### src/hw/rtl/sdhf_pkg.sv
// sdhf_pkg: shared constants and types of the sparse depth hole fill block
// used by sdhf_div and sparse_depth_hole_fill_3x3; depends on nothing
`default_nettype none

package sdhf_pkg;

   // frame geometry
   localparam int IMAGE_WIDTH  = 1920;
   localparam int IMAGE_HEIGHT = 1080;

   // field widths
   localparam int DEPTH_W = 16;
   localparam int COORD_W = 11;
   localparam int ADDR_W  = $clog2(IMAGE_WIDTH);

   // window and mean arithmetic
   localparam int WIN_N   = 9;
   localparam int WCOL_N  = 6;
   localparam int STEP_W  = $clog2(WIN_N);
   localparam int SUM_W   = $clog2(WIN_N * (2 ** DEPTH_W - 1) + 1);
   localparam int CNT_W   = $clog2(WIN_N + 1);
   localparam int DSTEP_W = $clog2(SUM_W + 1);

   // line store word: upper row in the high half, middle row in the low half
   localparam int LINE_W = 2 * DEPTH_W;

   typedef enum logic [2:0] {
      ST_IDLE,
      ST_READ,
      ST_SUM,
      ST_DIV,
      ST_EMIT
   } state_type;

   typedef struct packed {
      logic               start;
      logic [SUM_W-1:0]   dividend;
      logic [CNT_W-1:0]   divisor;
   } div_req_type;

   typedef struct packed {
      logic               busy;
      logic               done;
      logic [DEPTH_W-1:0] quotient;
   } div_rsp_type;

   typedef struct packed {
      logic [DEPTH_W-1:0] filled_depth;
      logic [COORD_W-1:0] pixel_col;
      logic [COORD_W-1:0] pixel_row;
      logic               frame_done;
   } result_type;

endpackage

`default_nettype wire

### src/hw/rtl/sdhf_div.sv
// sdhf_div: radix-2 restoring divider, window sum by nonzero count
// one quotient bit per cycle; depends on sdhf_pkg
`default_nettype none

module sdhf_div
   import sdhf_pkg::*;
(
   input  wire logic        clock,
   input  wire logic        reset,
   input  wire div_req_type div_req,
   output div_rsp_type      div_rsp
);

   logic               busy_ff;
   logic               done_ff;
   logic [DSTEP_W-1:0] step_ff;
   logic [CNT_W-1:0]   rem_ff;
   logic [SUM_W-1:0]   quo_ff;
   logic [CNT_W-1:0]   divisor_ff;

   logic [CNT_W:0]     trial;
   logic [CNT_W:0]     diff;
   logic               ge;
   logic [CNT_W-1:0]   rem_in;

   // one restoring step: shift in the next dividend bit, subtract if it fits
   always_comb begin
      trial  = {rem_ff, quo_ff[SUM_W-1]};
      ge     = (trial >= {1'b0, divisor_ff});
      diff   = trial - {1'b0, divisor_ff};
      rem_in = ge ? diff[CNT_W-1:0] : trial[CNT_W-1:0];
   end

   // control
   always_ff @(posedge clock) begin
      if (reset) begin
         busy_ff <= 1'b0;
         done_ff <= 1'b0;
         step_ff <= '0;
      end else begin
         done_ff <= 1'b0;
         if (div_req.start) begin
            busy_ff <= 1'b1;
            step_ff <= '0;
         end else if (busy_ff) begin
            step_ff <= step_ff + 1'b1;
            if (step_ff == DSTEP_W'(SUM_W - 1)) begin
               busy_ff <= 1'b0;
               done_ff <= 1'b1;
            end
         end
      end
   end

   // datapath
   always_ff @(posedge clock) begin
      if (div_req.start) begin
         rem_ff     <= '0;
         quo_ff     <= div_req.dividend;
         divisor_ff <= div_req.divisor;
      end else if (busy_ff) begin
         rem_ff <= rem_in;
         quo_ff <= {quo_ff[SUM_W-2:0], ge};
      end
   end

   // the mean of 16-bit values never exceeds 16 bits
   assign div_rsp.busy     = busy_ff;
   assign div_rsp.done     = done_ff;
   assign div_rsp.quotient = quo_ff[DEPTH_W-1:0];

endmodule

`default_nettype wire

### config.mk
export PLATFORM = sky130hd
export DESIGN_NAME = sdhf_div
export DESIGN_NICKNAME = d
export VERILOG_FILES = /design/src/hw/rtl/sdhf_pkg.sv /design/src/hw/rtl/sdhf_div.sv
export SDC_FILE = /design/constraint.sdc
export NUM_CORES = 1
export LEC_CHECK = 0
export ABC_AREA = 1
export BUFFER_PORTS_ARGS = -buffer_cell sky130_fd_sc_hd__buf_2
export CORE_MARGIN = 2
export CORE_UTILIZATION = 56
export CTS_CLUSTER_SIZE = 24
export DETAILED_ROUTE_END_ITERATION = 6
export GPL_ROUTABILITY_DRIVEN = 0
export PLACE_DENSITY_LB_ADDON = 0.25
export SYNTH_ARGS = -nofsm -noshare
export SYNTH_HDL_FRONTEND = slang
export SYNTH_SLANG_ARGS = --single-unit
### constraint.sdc
create_clock -name clock -period 2.2 [get_ports clock]
set_input_delay 0.22 -clock clock [delete_from_list [all_inputs] [get_ports clock]]
set_output_delay 0.22 -clock clock [all_outputs]
set_load 0.02 [all_outputs]
After elaboration in Yosys (flattened, before gate mapping)
Index checks and enable logic that the tools add are counted.

Eq/ne operators: 1. Order comparisons: 1. Bitwise operators: 1. Mux-type cells: 7. Reductions and logical operators: 3. $add $sub $neg: 2.

Operators by type and width (count): $mux W20 (2); $add A5 B1 Y5 const B (1); $eq A5 B5 Y1 const B (1); $ge A5 B4 Y1 (1); $mux W1 (4); $mux W4 (1); $sub A4 B4 Y4 (1); $reduce_or A3 Y1 (1); $reduce_bool A2 Y1 (1); $reduce_or A2 Y1 (1); $not A1 Y1 (1).

Input port bits: 27. Output and inout bits: 18. Register bits after elaboration: 35.

Depth between registers and ports, before layout
Gate-level depths: netlist (run 1).

Depth in word-level cells: 4. Gate-level depth with buffers: 10. Gate-level depth less buffers: 10.

Least setup slack after synthesis (run 1)
Ideal clock, no wire load.

Path kind: register to register. From: register divisor_ff[2]. To: register quo_ff[0], data pin. Period minus slack after synthesis: 1.319 ns. Data required time: 1.929 ns. Setup time: 0.271 ns. Cell stages (with the launch flop): 7. Arrival time: 1.048 ns. Buffers on the path: 0. Path slack: 0.881 ns. Cell sequence: edfxtp_1 -> inv_1 -> ha_1 -> a21oi_2 -> nand2_1 -> nand2_4 -> a31oi_1.

Word-level cells in the longest chain between the ends: 3.

RTL lines: start, declared (RTL line sdhf_div.sv:19) `logic [CNT_W-1:0] divisor_ff;`; start signal, assigned (RTL line sdhf_div.sv:60) `divisor_ff <= div_req.divisor;`; $ge A5 B4 Y1 (RTL line sdhf_div.sv:29) `ge = (trial >= {1'b0, divisor_ff});`; $mux W20 (RTL line sdhf_div.sv:61) `end else if (busy_ff) begin`; $mux W20 (RTL line sdhf_div.sv:57) `if (div_req.start) begin`; end signal, assigned (RTL line sdhf_div.sv:59) `quo_ff <= div_req.dividend;`; end signal, assigned (RTL line sdhf_div.sv:63) `quo_ff <= {quo_ff[SUM_W-2:0], ge};`; end, declared (RTL line sdhf_div.sv:18) `logic [SUM_W-1:0] quo_ff;`.

No other way between the ends. The select of a mux whose other input is x is not followed. A chain may end at the register's enable or synchronous reset.

Final worst setup path (run 1)
From: register divisor_ff[2]. To: register rem_ff[1].

Word-level cells in the longest chain between the ends: 2.

RTL lines: $ge A5 B4 Y1 (RTL line sdhf_div.sv:29); $mux W4 (RTL line sdhf_div.sv:31) `rem_in = ge ? diff[CNT_W-1:0] : trial[CNT_W-1:0];`; end signal, assigned (RTL line sdhf_div.sv:62) `rem_ff <= rem_in;`; end, declared (RTL line sdhf_div.sv:17) `logic [CNT_W-1:0] rem_ff;`.

No other way between the ends.

==> results of run 1 <==
-- report_power, final --
group / switching, mW / internal [mW]
logic: 0.191 / 0.111
registers: 0.0314 / 0.773
clock network: 0.201 / 0.188
-- synthesized netlist by cell type, drive strengths merged --
cell type   n
a211oi      1
a21oi       3
a31oi       2
buf        19
clkbuf      3
dfxtp      11
edfxtp     24
fa          1
ha          5
inv        19
nand2      76
nand3       8
nand4       3
nor2        7
nor3        5
nor3b       1
nor4        1
o211ai      1
or2         1
xor2        1
-- worst max-delay path by stage --
| stage | start | to | slack, ns | cells after the start |
|---|---|---|---|---|
| 4_1_cts | divisor_ff[1]$_DFFE_PP_ | rem_ff[1]$_SDFFE_PP0P_ | 0.78 | 9 |
| 3_5_place_dp | div_req[24] | step_ff[1]$_SDFFE_PP0P_ | 0.69 | 5 |
| 6_report | divisor_ff[2]$_DFFE_PP_ | rem_ff[1]$_SDFFE_PP0P_ | 0.76 | 9 |
| 5_1_grt | divisor_ff[1]$_DFFE_PP_ | rem_ff[1]$_SDFFE_PP0P_ | 0.64 | 9 |
| 3_3_place_gp | div_req[24] | step_ff[1]$_SDFFE_PP0P_ | 0.80 | 5 |
| 2_1_floorplan | divisor_ff[2]$_DFFE_PP_ | quo_ff[0]$_DFFE_PP_ | 0.88 | 6 |
-- metrics by stage --
stage          util (%)  worst slack, ns  instances  hold WS (ns)
5_1_grt           64.21           0.6417        256       0.04414
2_1_floorplan         -           0.8808        192        0.3189
3_5_place_dp      61.92           0.6920        248        0.3981
3_3_place_gp      61.92           0.8028        248        0.3970
6_report          64.21           0.7617        256       0.05820
4_1_cts           64.21           0.7776        256       0.05024
-- cell families (layout without fill, tap and decap cells) --
logic type	Yosys count	count (layout)	share of synthesized area (%)
AOI/OAI and AO/OA	7	7	2.658
and+or+nand+nor	102	102	25.29
buffers and inverters	41	72	12.79
adders and majority gates	6	6	4.741
xor gates and xnor gates	1	1	0.5030
DFF	35	35	54.02
-- per-layer routing --
layer | up-vias | share of wire [%]
met5 | - | 0
met4 | 0 | 2.2
met3 | 8 | 6.0
met2 | 39 | 48
met1 | 575 | 44
li1 | 659 | -
-- registers in the layout (all words and copies together) (netlist names) --
| name | count |
|---|---|
| busy_ff | 1 |
| rem_ff | 4 |
| quo_ff | 20 |
| divisor_ff | 4 |
| step_ff | 5 |
| done_ff | 1 |
-- critical path, stage by stage (launching register included) --
cell      delay [ns]
edfxtp_1        0.34
inv_1           0.04
ha_1            0.34
nand2_1         0.09
nor2_2          0.18
nor2_4          0.07
nand2_2         0.09
nand2_1         0.05
nand3_1         0.08
nand2_1         0.05
-- area by class of cell --
cell class,instances,area share (%)
Inverter,19,3.699
Tap cell,33,2.141
Multi-Input combinational cell,116,29.98
Clock buffer,8,3.569
Sequential cell,35,48.80
Timing Repair Buffer,45,11.81
==> results.json, run 1 <==
{
  "p_total_mw": 1.495,
  "worst_slew_pin_slew_ns": 0.4340,
  "whs_endpoint": "divisor_ff[1]$_DFFE_PP_",
  "rsz0062_at_grt": "false",
  "regArea_um2": 940.9,
  "hold_buffers": 0,
  "ff2ff_setup_slack_ns": 0.76,
  "dr.first_iter.drc_count": 99,
  "cts_root_buf": "clkbuf_4",
  "drv_cap": 0,
  "worstPathRequired_ns": 2.43,
  "grt_usage_pct": 19.91,
  "tns_ns": 0,
  "cts_setup_buffers": 0,
  "crit_fanout": 6,
  "avgSynthCellArea_um2": 9.071,
  "grt_max_degree": 23,
  "cp-end-kind": "register",
  "start_util_pct": 58.00,
  "place_hpwl_mm": 2.262,
  "fin_nets": 255,
  "status": "complete, no violations",
  "cts_max_path_buffers": 2,
  "row_count": 20,
  "final_layout_size_suffix_gt1_share_pct": 27.35,
  "antenna_left": 0,
  "vdd_drop_max_uv": 450.5,
  "drt-total-wl_mm": 3.122,
  "area_delta_synth_final_pct": 10.70,
  "dpl_cell_area_um2": 1859,
  "period_share_pct": 65.38,
  "setup.worst_path.class": "register to register",
  "final_common_cell": "nand2_1",
  "htree_levels": 2,
  "synthTopCellsByArea": "edfxtp_1 (41%), nand2_1 (16%), dfxtp_1 (13%), buf_4 (7.8%), inv_1 (3.7%)",
  "final-setup-viol-count": 0,
  "p_leak_nw": 0.9694,
  "viasPerCell": 5.004,
  "power.density_nw_per_um2": 775.2,
  "io_buffer_count": 44,
  "cp-start-kind": "register",
  "drv_slew": 0,
  "wl_per_cell_um": 12.20,
  "multi_input_area_um2": 578.1,
  "globalRoute.busiestLayer": "met2",
  "io_pins": 45,
  "clock_latency_ns": 0.33,
  "r2r-end": "rem_ff[1]$_SDFFE_PP0P_",
  "hp-class": "input pin to register",
  "fmax_ghz": 0.6953,
  "clock-sinks": 35,
  "use_met1_pct": 25.18,
  "yosysTopAreaCellShare_pct": 41.38,
  "syn_inst": 192,
  "dr.pass1.iters": 4,
  "met2_usage_pct": 30.75,
  "fp.dieArea_um2": 3572,
  "max_slew_margin_pct": 71.02,
  "synth_area_um2": 1742,
  "post-route-min-period_ns": 1.438,
  "ys_warn_count": 0,
  "grt_pass1_vias": 1277,
  "worstHoldStart": "div_req[1]",
  "grt_pass1_wl_mm": 5.292,
  "fin_skew_ns": 0.005694,
  "clk_pin_slew_ns": 0.10,
  "cp.arrival_ns": 1.67,
  "ys_ff_latch": 35,
  "syn_nets": 225,
  "final_cell_mix": "nand2_1 (74), buf_2 (44), edfxtp_1 (24), inv_1 (17), dfxtp_1 (11)",
  "rr_worst_depth": 9,
  "antenna_found_initial": 0,
  "core_area_um2": 3003,
  "antenna_cells": 0,
  "synth_seq_area_share_pct": 54.02,
  "tritoncts": "yes",
  "final_area_um2": 1928,
  "yosysTopAreaCell": "edfxtp_1",
  "hold_viol_final": 0,
  "rr_startpoint": "divisor_ff[2]$_DFFE_PP_",
  "fill_cells": 271,
  "cts_buffers": 5,
  "drc_errors": 0,
  "cts-resized-gates": 0,
  "die_y_um": 59.77,
  "vias": 1281,
  "whs_path_depth": 1,
  "synthDistinctLibCells": 27,
  "die_x_um": 59.77,
  "grt_use_met3_pct": 6.710,
  "grt_overflow": 0
}
(Power assumes the default switching activity.)
==> run 2: changes to the inputs <==
--- a/config.mk
+++ b/config.mk
@@ -8,7 +8,7 @@
 export ABC_AREA = 1
 export BUFFER_PORTS_ARGS = -buffer_cell sky130_fd_sc_hd__buf_2
 export CORE_MARGIN = 2
-export CORE_UTILIZATION = 56
+export CORE_UTILIZATION = 52
 export CTS_CLUSTER_SIZE = 24
 export DETAILED_ROUTE_END_ITERATION = 6
 export GPL_ROUTABILITY_DRIVEN = 0
==> constraint.sdc (replaced) <==
create_clock -name clock -period 1.4 [get_ports clock]
set_input_delay 0.14 -clock clock [delete_from_list [all_inputs] [get_ports clock]]
set_output_delay 0.14 -clock clock [all_outputs]
set_load 0.02 [all_outputs]
==> results.json, run 2 (synthesis results as in run 1) <==
{
  "grt_overflow": 0,
  "status": "complete, no violations",
  "final-setup-viol-count": 0,
  "grt_pass1_wl_mm": 4.885,
  "p_total_mw": 2.427,
  "clk_pin_slew_ns": 0.10,
  "final_common_cell": "nand2_1",
  "top_register": "quo_ff",
  "final_layout_size_suffix_gt1_share_pct": 34.05,
  "p_leak_nw": 1.013,
  "crit_fanout": 6,
  "antenna_cells": 0,
  "hp-class": "input pin to register",
  "worstHoldStart": "div_req[13]",
  "drc_errors": 0,
  "rr_startpoint": "divisor_ff[1]$_DFFE_PP_",
  "power.density_nw_per_um2": 1145,
  "cts_root_buf": "clkbuf_4",
  "htree_levels": 2,
  "drv_cap": 0,
  "clock_latency_ns": 0.34,
  "io_buffer_count": 44,
  "cp-end-kind": "register",
  "hold_viol_final": 0,
  "start_util_pct": 53.03,
  "ff2ff_setup_slack_ns": 0.02,
  "r2r-end": "quo_ff[0]$_DFFE_PP_",
  "die_y_um": 61.88,
  "place_inst": 264,
  "cts_max_path_buffers": 2,
  "largest_reg_flops": 20,
  "dr.pass1.iters": 4,
  "dr.first_iter.drc_count": 74,
  "whs_endpoint": "quo_ff[9]$_DFFE_PP_",
  "drt-total-wl_mm": 3.300,
  "post-route-min-period_ns": 1.376,
  "vias": 1314,
  "whs_path_depth": 3,
  "tritoncts": "yes",
  "period_share_pct": 98.30,
  "max_slew_margin_pct": 74.22,
  "clock-sinks": 35,
  "setup.worst_path.class": "register to register",
  "fp.dieArea_um2": 3829,
  "antenna_found_initial": 0,
  "fin_nets": 264,
  "worstPathRequired_ns": 1.48,
  "area_delta_synth_final_pct": 21.70,
  "cp-start-kind": "register",
  "grt_pass1_vias": 1154,
  "grt_max_degree": 23,
  "fmax_ghz": 0.7266,
  "die_x_um": 61.88,
  "final_cell_mix": "nand2_1 (70), buf_2 (44), edfxtp_1 (24), inv_1 (14), dfxtp_1 (11)",
  "rsz0062_at_grt": "true",
  "drv_slew": 0,
  "viasPerCell": 4.727,
  "antenna_left": 0,
  "final-instance-count-excl-fill": 278,
  "grt_usage_pct": 18.25,
  "row_count": 21,
  "wl_per_cell_um": 11.87,
  "place_hpwl_mm": 2.276,
  "cp.arrival_ns": 1.46,
  "core_area_um2": 3284,
  "cts_buffers": 5,
  "rr_worst_depth": 6,
  "top_regs": "quo_ff (20), step_ff (5)",
  "worst_slew_pin_slew_ns": 0.3853,
  "io_pins": 45,
  "vdd_drop_max_uv": 681.4,
  "fin_skew_ns": 0.008717
}
run 2: changes by cell type in the layout (fill, tap and decap cells not counted), sizes merged:
cell         change
dlygate4sd3      +4
clkinv           +1
buf              +5
clkbuf           -1
run 2: through the flow:
stage / setup slack [ns] / util, % / instance area [µm²] / setup TNS (ns) / hold slack, ns
floorplan: 0.08078 / - / 1742 / 0 / 0.2389
global placement: 0.04089 / 58.17 / 1911 / 0 / 0.3176
detailed placement: -0.01137 / 58.17 / 1911 / -0.01137 / 0.3181
CTS: 0.01304 / 61.56 / 2022 / 0 / 0.04909
global route: -0.03229 / 64.53 / 2120 / -0.1374 / 0.05768
finish: 0.02379 / 64.53 / 2120 / 0 / 0.06564
run 2: final cells by class:
type / instances / area [µm²]
inverters: 19 / 71.32
repair buffers: 54 / 317.8
clock buffers: 7 / 55.05
multi-input cells: 116 / 673.1
fillers: 286 / 1165
clock inverters: 1 / 3.754
flip-flops and latches: 35 / 940.9
well taps: 46 / 57.56
run 2: layer usage:
metal	share of wire [%]	global-route usage (%)
met3	4.1	6.211
met2	50	28.57
met4	1.8	8.207
met1	44	23.01
met5	0	0
run 2: worst max path at each step:
stage,from,end,cells after the start
detailed placement,divisor_ff[2]$_DFFE_PP_,quo_ff[0]$_DFFE_PP_,6
finish,divisor_ff[1]$_DFFE_PP_,quo_ff[0]$_DFFE_PP_,6
global route,quo_ff[19]$_DFFE_PP_,rem_ff[0]$_SDFFE_PP0P_,8
floorplan,divisor_ff[2]$_DFFE_PP_,quo_ff[0]$_DFFE_PP_,6
CTS,divisor_ff[0]$_DFFE_PP_,rem_ff[2]$_SDFFE_PP0P_,6
global placement,divisor_ff[1]$_DFFE_PP_,quo_ff[0]$_DFFE_PP_,6
run 2: timing repair:
item / 4_1_cts / 5_1_grt
pin swaps: 0 / 11
endpoints found under the setup margin: 3 / 5
endpoints found under the hold margin: 4 / 0
gates resized for setup: 1 / 18
buffers inserted: 0 / 2
hold buffers: 4 / 0
gates cloned: 0 / 0
run 2: worst max-delay path, stage by stage (launching register included):
cell and delay, ns:
edfxtp_1 0.43, inv_2 0.09, ha_4 0.21, nand2_4 0.07, nor2_4 0.04, nor2_4 0.19, a31oi_1 0.11
run 2: where the power goes:
| group | internal (mW) | switching [mW] | total, mW | leakage, nW |
|---|---|---|---|---|
| Clock | 0.241 | 0.311 | 0.551 | 0.0329 |
| Combinational | 0.256 | 0.346 | 0.602 | 0.646 |
| Sequential | 1.22 | 0.0584 | 1.27 | 0.334 |
==> run 3: changes to the inputs <==
--- a/config.mk
+++ b/config.mk
@@ -13,6 +13,7 @@
 export DETAILED_ROUTE_END_ITERATION = 6
 export GPL_ROUTABILITY_DRIVEN = 0
 export PLACE_DENSITY_LB_ADDON = 0.25
+export RECOVER_POWER = 100
 export SYNTH_ARGS = -nofsm -noshare
 export SYNTH_HDL_FRONTEND = slang
 export SYNTH_SLANG_ARGS = --single-unit
==> constraint.sdc (replaced) <==
create_clock -name clock -period 1.43 [get_ports clock]
set_input_delay 0.143 -clock clock [delete_from_list [all_inputs] [get_ports clock]]
set_output_delay 0.143 -clock clock [all_outputs]
set_load 0.02 [all_outputs]
==> results.json, run 3 (synthesis results as in run 1) <==
{
  "status": "complete, no violations",
  "fp.dieArea_um2": 3829,
  "antenna_found_initial": 0,
  "cts_buffers": 5,
  "cp.arrival_ns": 1.46,
  "p_leak_nw": 0.9357,
  "rr_startpoint": "quo_ff[19]$_DFFE_PP_",
  "clockPowerShare_pct": 22.0,
  "clock-sinks": 35,
  "start_util_pct": 53.03,
  "clk_pin_slew_ns": 0.10,
  "wl_per_cell_um": 11.36,
  "crit_start": "quo_ff[19]$_DFFE_PP_",
  "hp-class": "input pin to register",
  "cp-end-kind": "register",
  "cell_internal_pwr_mw": 1.565,
  "drt-total-wl_mm": 3.157,
  "final_cell_mix": "nand2_1 (73), buf_2 (25), edfxtp_1 (24), clkbuf_1 (21), inv_1 (17)",
  "final-setup-viol-count": 0,
  "core_area_um2": 3284,
  "vias": 1300,
  "cpPeakStageDelay_ns": 0.37,
  "fin_nets": 264,
  "final_common_cell": "nand2_1",
  "top_regs": "quo_ff (20), step_ff (5)",
  "final-instance-count-excl-fill": 278,
  "grt_usage_pct": 17.52,
  "crit_fanout": 6,
  "row_count": 21,
  "dr.pass1.iters": 4,
  "clock_latency_ns": 0.33,
  "place_hpwl_mm": 2.245,
  "area_delta_synth_final_pct": 14.94,
  "vdd_drop_max_uv": 634.3,
  "worstHoldStart": "div_req[7]",
  "worst_slew_pin_slew_ns": 0.5127,
  "post-route-min-period_ns": 1.372,
  "grt_pass1_wl_mm": 4.823,
  "seqPwrFrac_pct": 55.8,
  "largest_reg_flops": 20,
  "switching_share_pct": 29.76,
  "cp-start-kind": "register",
  "period_share_pct": 95.96,
  "p_total_mw": 2.228,
  "fin_skew_ns": 0.01169,
  "power.density_nw_per_um2": 1113,
  "die_x_um": 61.88,
  "antenna_left": 0,
  "tritoncts": "yes",
  "viasPerCell": 4.676,
  "max_slew_margin_pct": 65.82,
  "die_y_um": 61.88,
  "fmax_ghz": 0.7288,
  "cp_top_family": "flip-flops",
  "place_inst": 265,
  "antenna_cells": 0,
  "cts_root_buf": "clkbuf_4",
  "dr.first_iter.drc_count": 94,
  "cts_max_path_buffers": 2,
  "htree_levels": 2,
  "p_switching_mw": 0.6631,
  "grt_overflow": 0,
  "crit_buf_inv": 1,
  "worstPathRequired_ns": 1.51,
  "final_layout_size_suffix_gt1_share_pct": 20.69,
  "setup.worst_path.class": "register to register",
  "grt_max_degree": 22,
  "drv_cap": 0,
  "drc_errors": 0,
  "combPwrFrac_pct": 22.3,
  "rsz0062_at_grt": "true",
  "critPathSlowestCell": "edfxtp_1",
  "hold_viol_final": 0,
  "io_buffer_count": 44,
  "grt_pass1_vias": 1125,
  "io_pins": 45,
  "crit_chain": "inv_1, ha_2, nand2_1, nor2_2, nor2_4, a31oi_1",
  "top_register": "quo_ff",
  "drv_slew": 0
}
## run 3: cell types whose count changed in the layout (fill, tap and decap cells not counted), sizes merged
cell,delta
clkinv,+1
buf,-20
clkbuf,+19
## run 3: worst paths after layout
kind / endpoint / slack (ns) / cells past startpoint
max reg2reg: quo_ff[0]$_DFFE_PP_ / 0.06 / 6
min reg2reg: rem_ff[3]$_SDFFE_PP0P_ / 0.46 / 2
max: quo_ff[0]$_DFFE_PP_ / 0.06 / 6
min: quo_ff[3]$_DFFE_PP_ / 0.07 / 3
## run 3: through the flow
step                      setup WS [ns]  util, %  instance area (µm²)  setup TNS [ns]  hold WS, ns
after floorplan                  0.1108        -                 1742               0       0.2419
after global placement          0.07073    58.40                 1918               0       0.3208
after detailed placement        0.02605    58.40                 1918               0       0.3211
after CTS                       0.01260    61.10                 2007               0      0.06566
after global routing           -0.03049    60.95                 2002        -0.06585      0.06408
final                           0.05779    60.95                 2002               0      0.06915
## run 3: repair_timing
action,in CTS,in global routing
gates resized for setup,0,6
endpoints found under the hold margin,4,0
hold buffers,4,0
setup buffers,0,1
endpoints found under the setup margin,0,4
## run 3: worst reg2reg max path, cell delays in order (launching register included)
cell and delay [ns]:
edfxtp_1 0.37, inv_1 0.09, ha_2 0.28, nand2_1 0.08
nor2_2 0.05, nor2_4 0.14, a31oi_1 0.11
## run 3: layer usage
layer | GRT usage (%) | part of all wire (%) | vias up | wire, µm
met5 | 0 | 0 | - | 0
met4 | 6.383 | 1.5 | 0 | 48
met3 | 5.590 | 3.0 | 7 | 96
met2 | 27.52 | 49 | 21 | 1537
met1 | 22.89 | 47 | 596 | 1475
li1 | - | - | 676 | -
## run 3: power groups by stage
stage | Clock (mW) | Sequential, mW | Combinational (mW)
after floorplan | 0 | 1.25 | 0.394
after global placement | 0 | 1.26 | 0.480
after detailed placement | 0 | 1.26 | 0.482
after CTS | 0.496 | 1.24 | 0.492
after global routing | 0.550 | 1.26 | 0.555
final | 0.489 | 1.24 | 0.496
## run 3: final cells by class
class	count	area (µm²)
clock buffer	6	41.29
clock inverter	2	7.507
fill	314	1282
inverter	19	71.32
multi-input combinational	116	605.6
sequential	35	940.9
tap	46	57.56
timing repair buffer	54	277.8
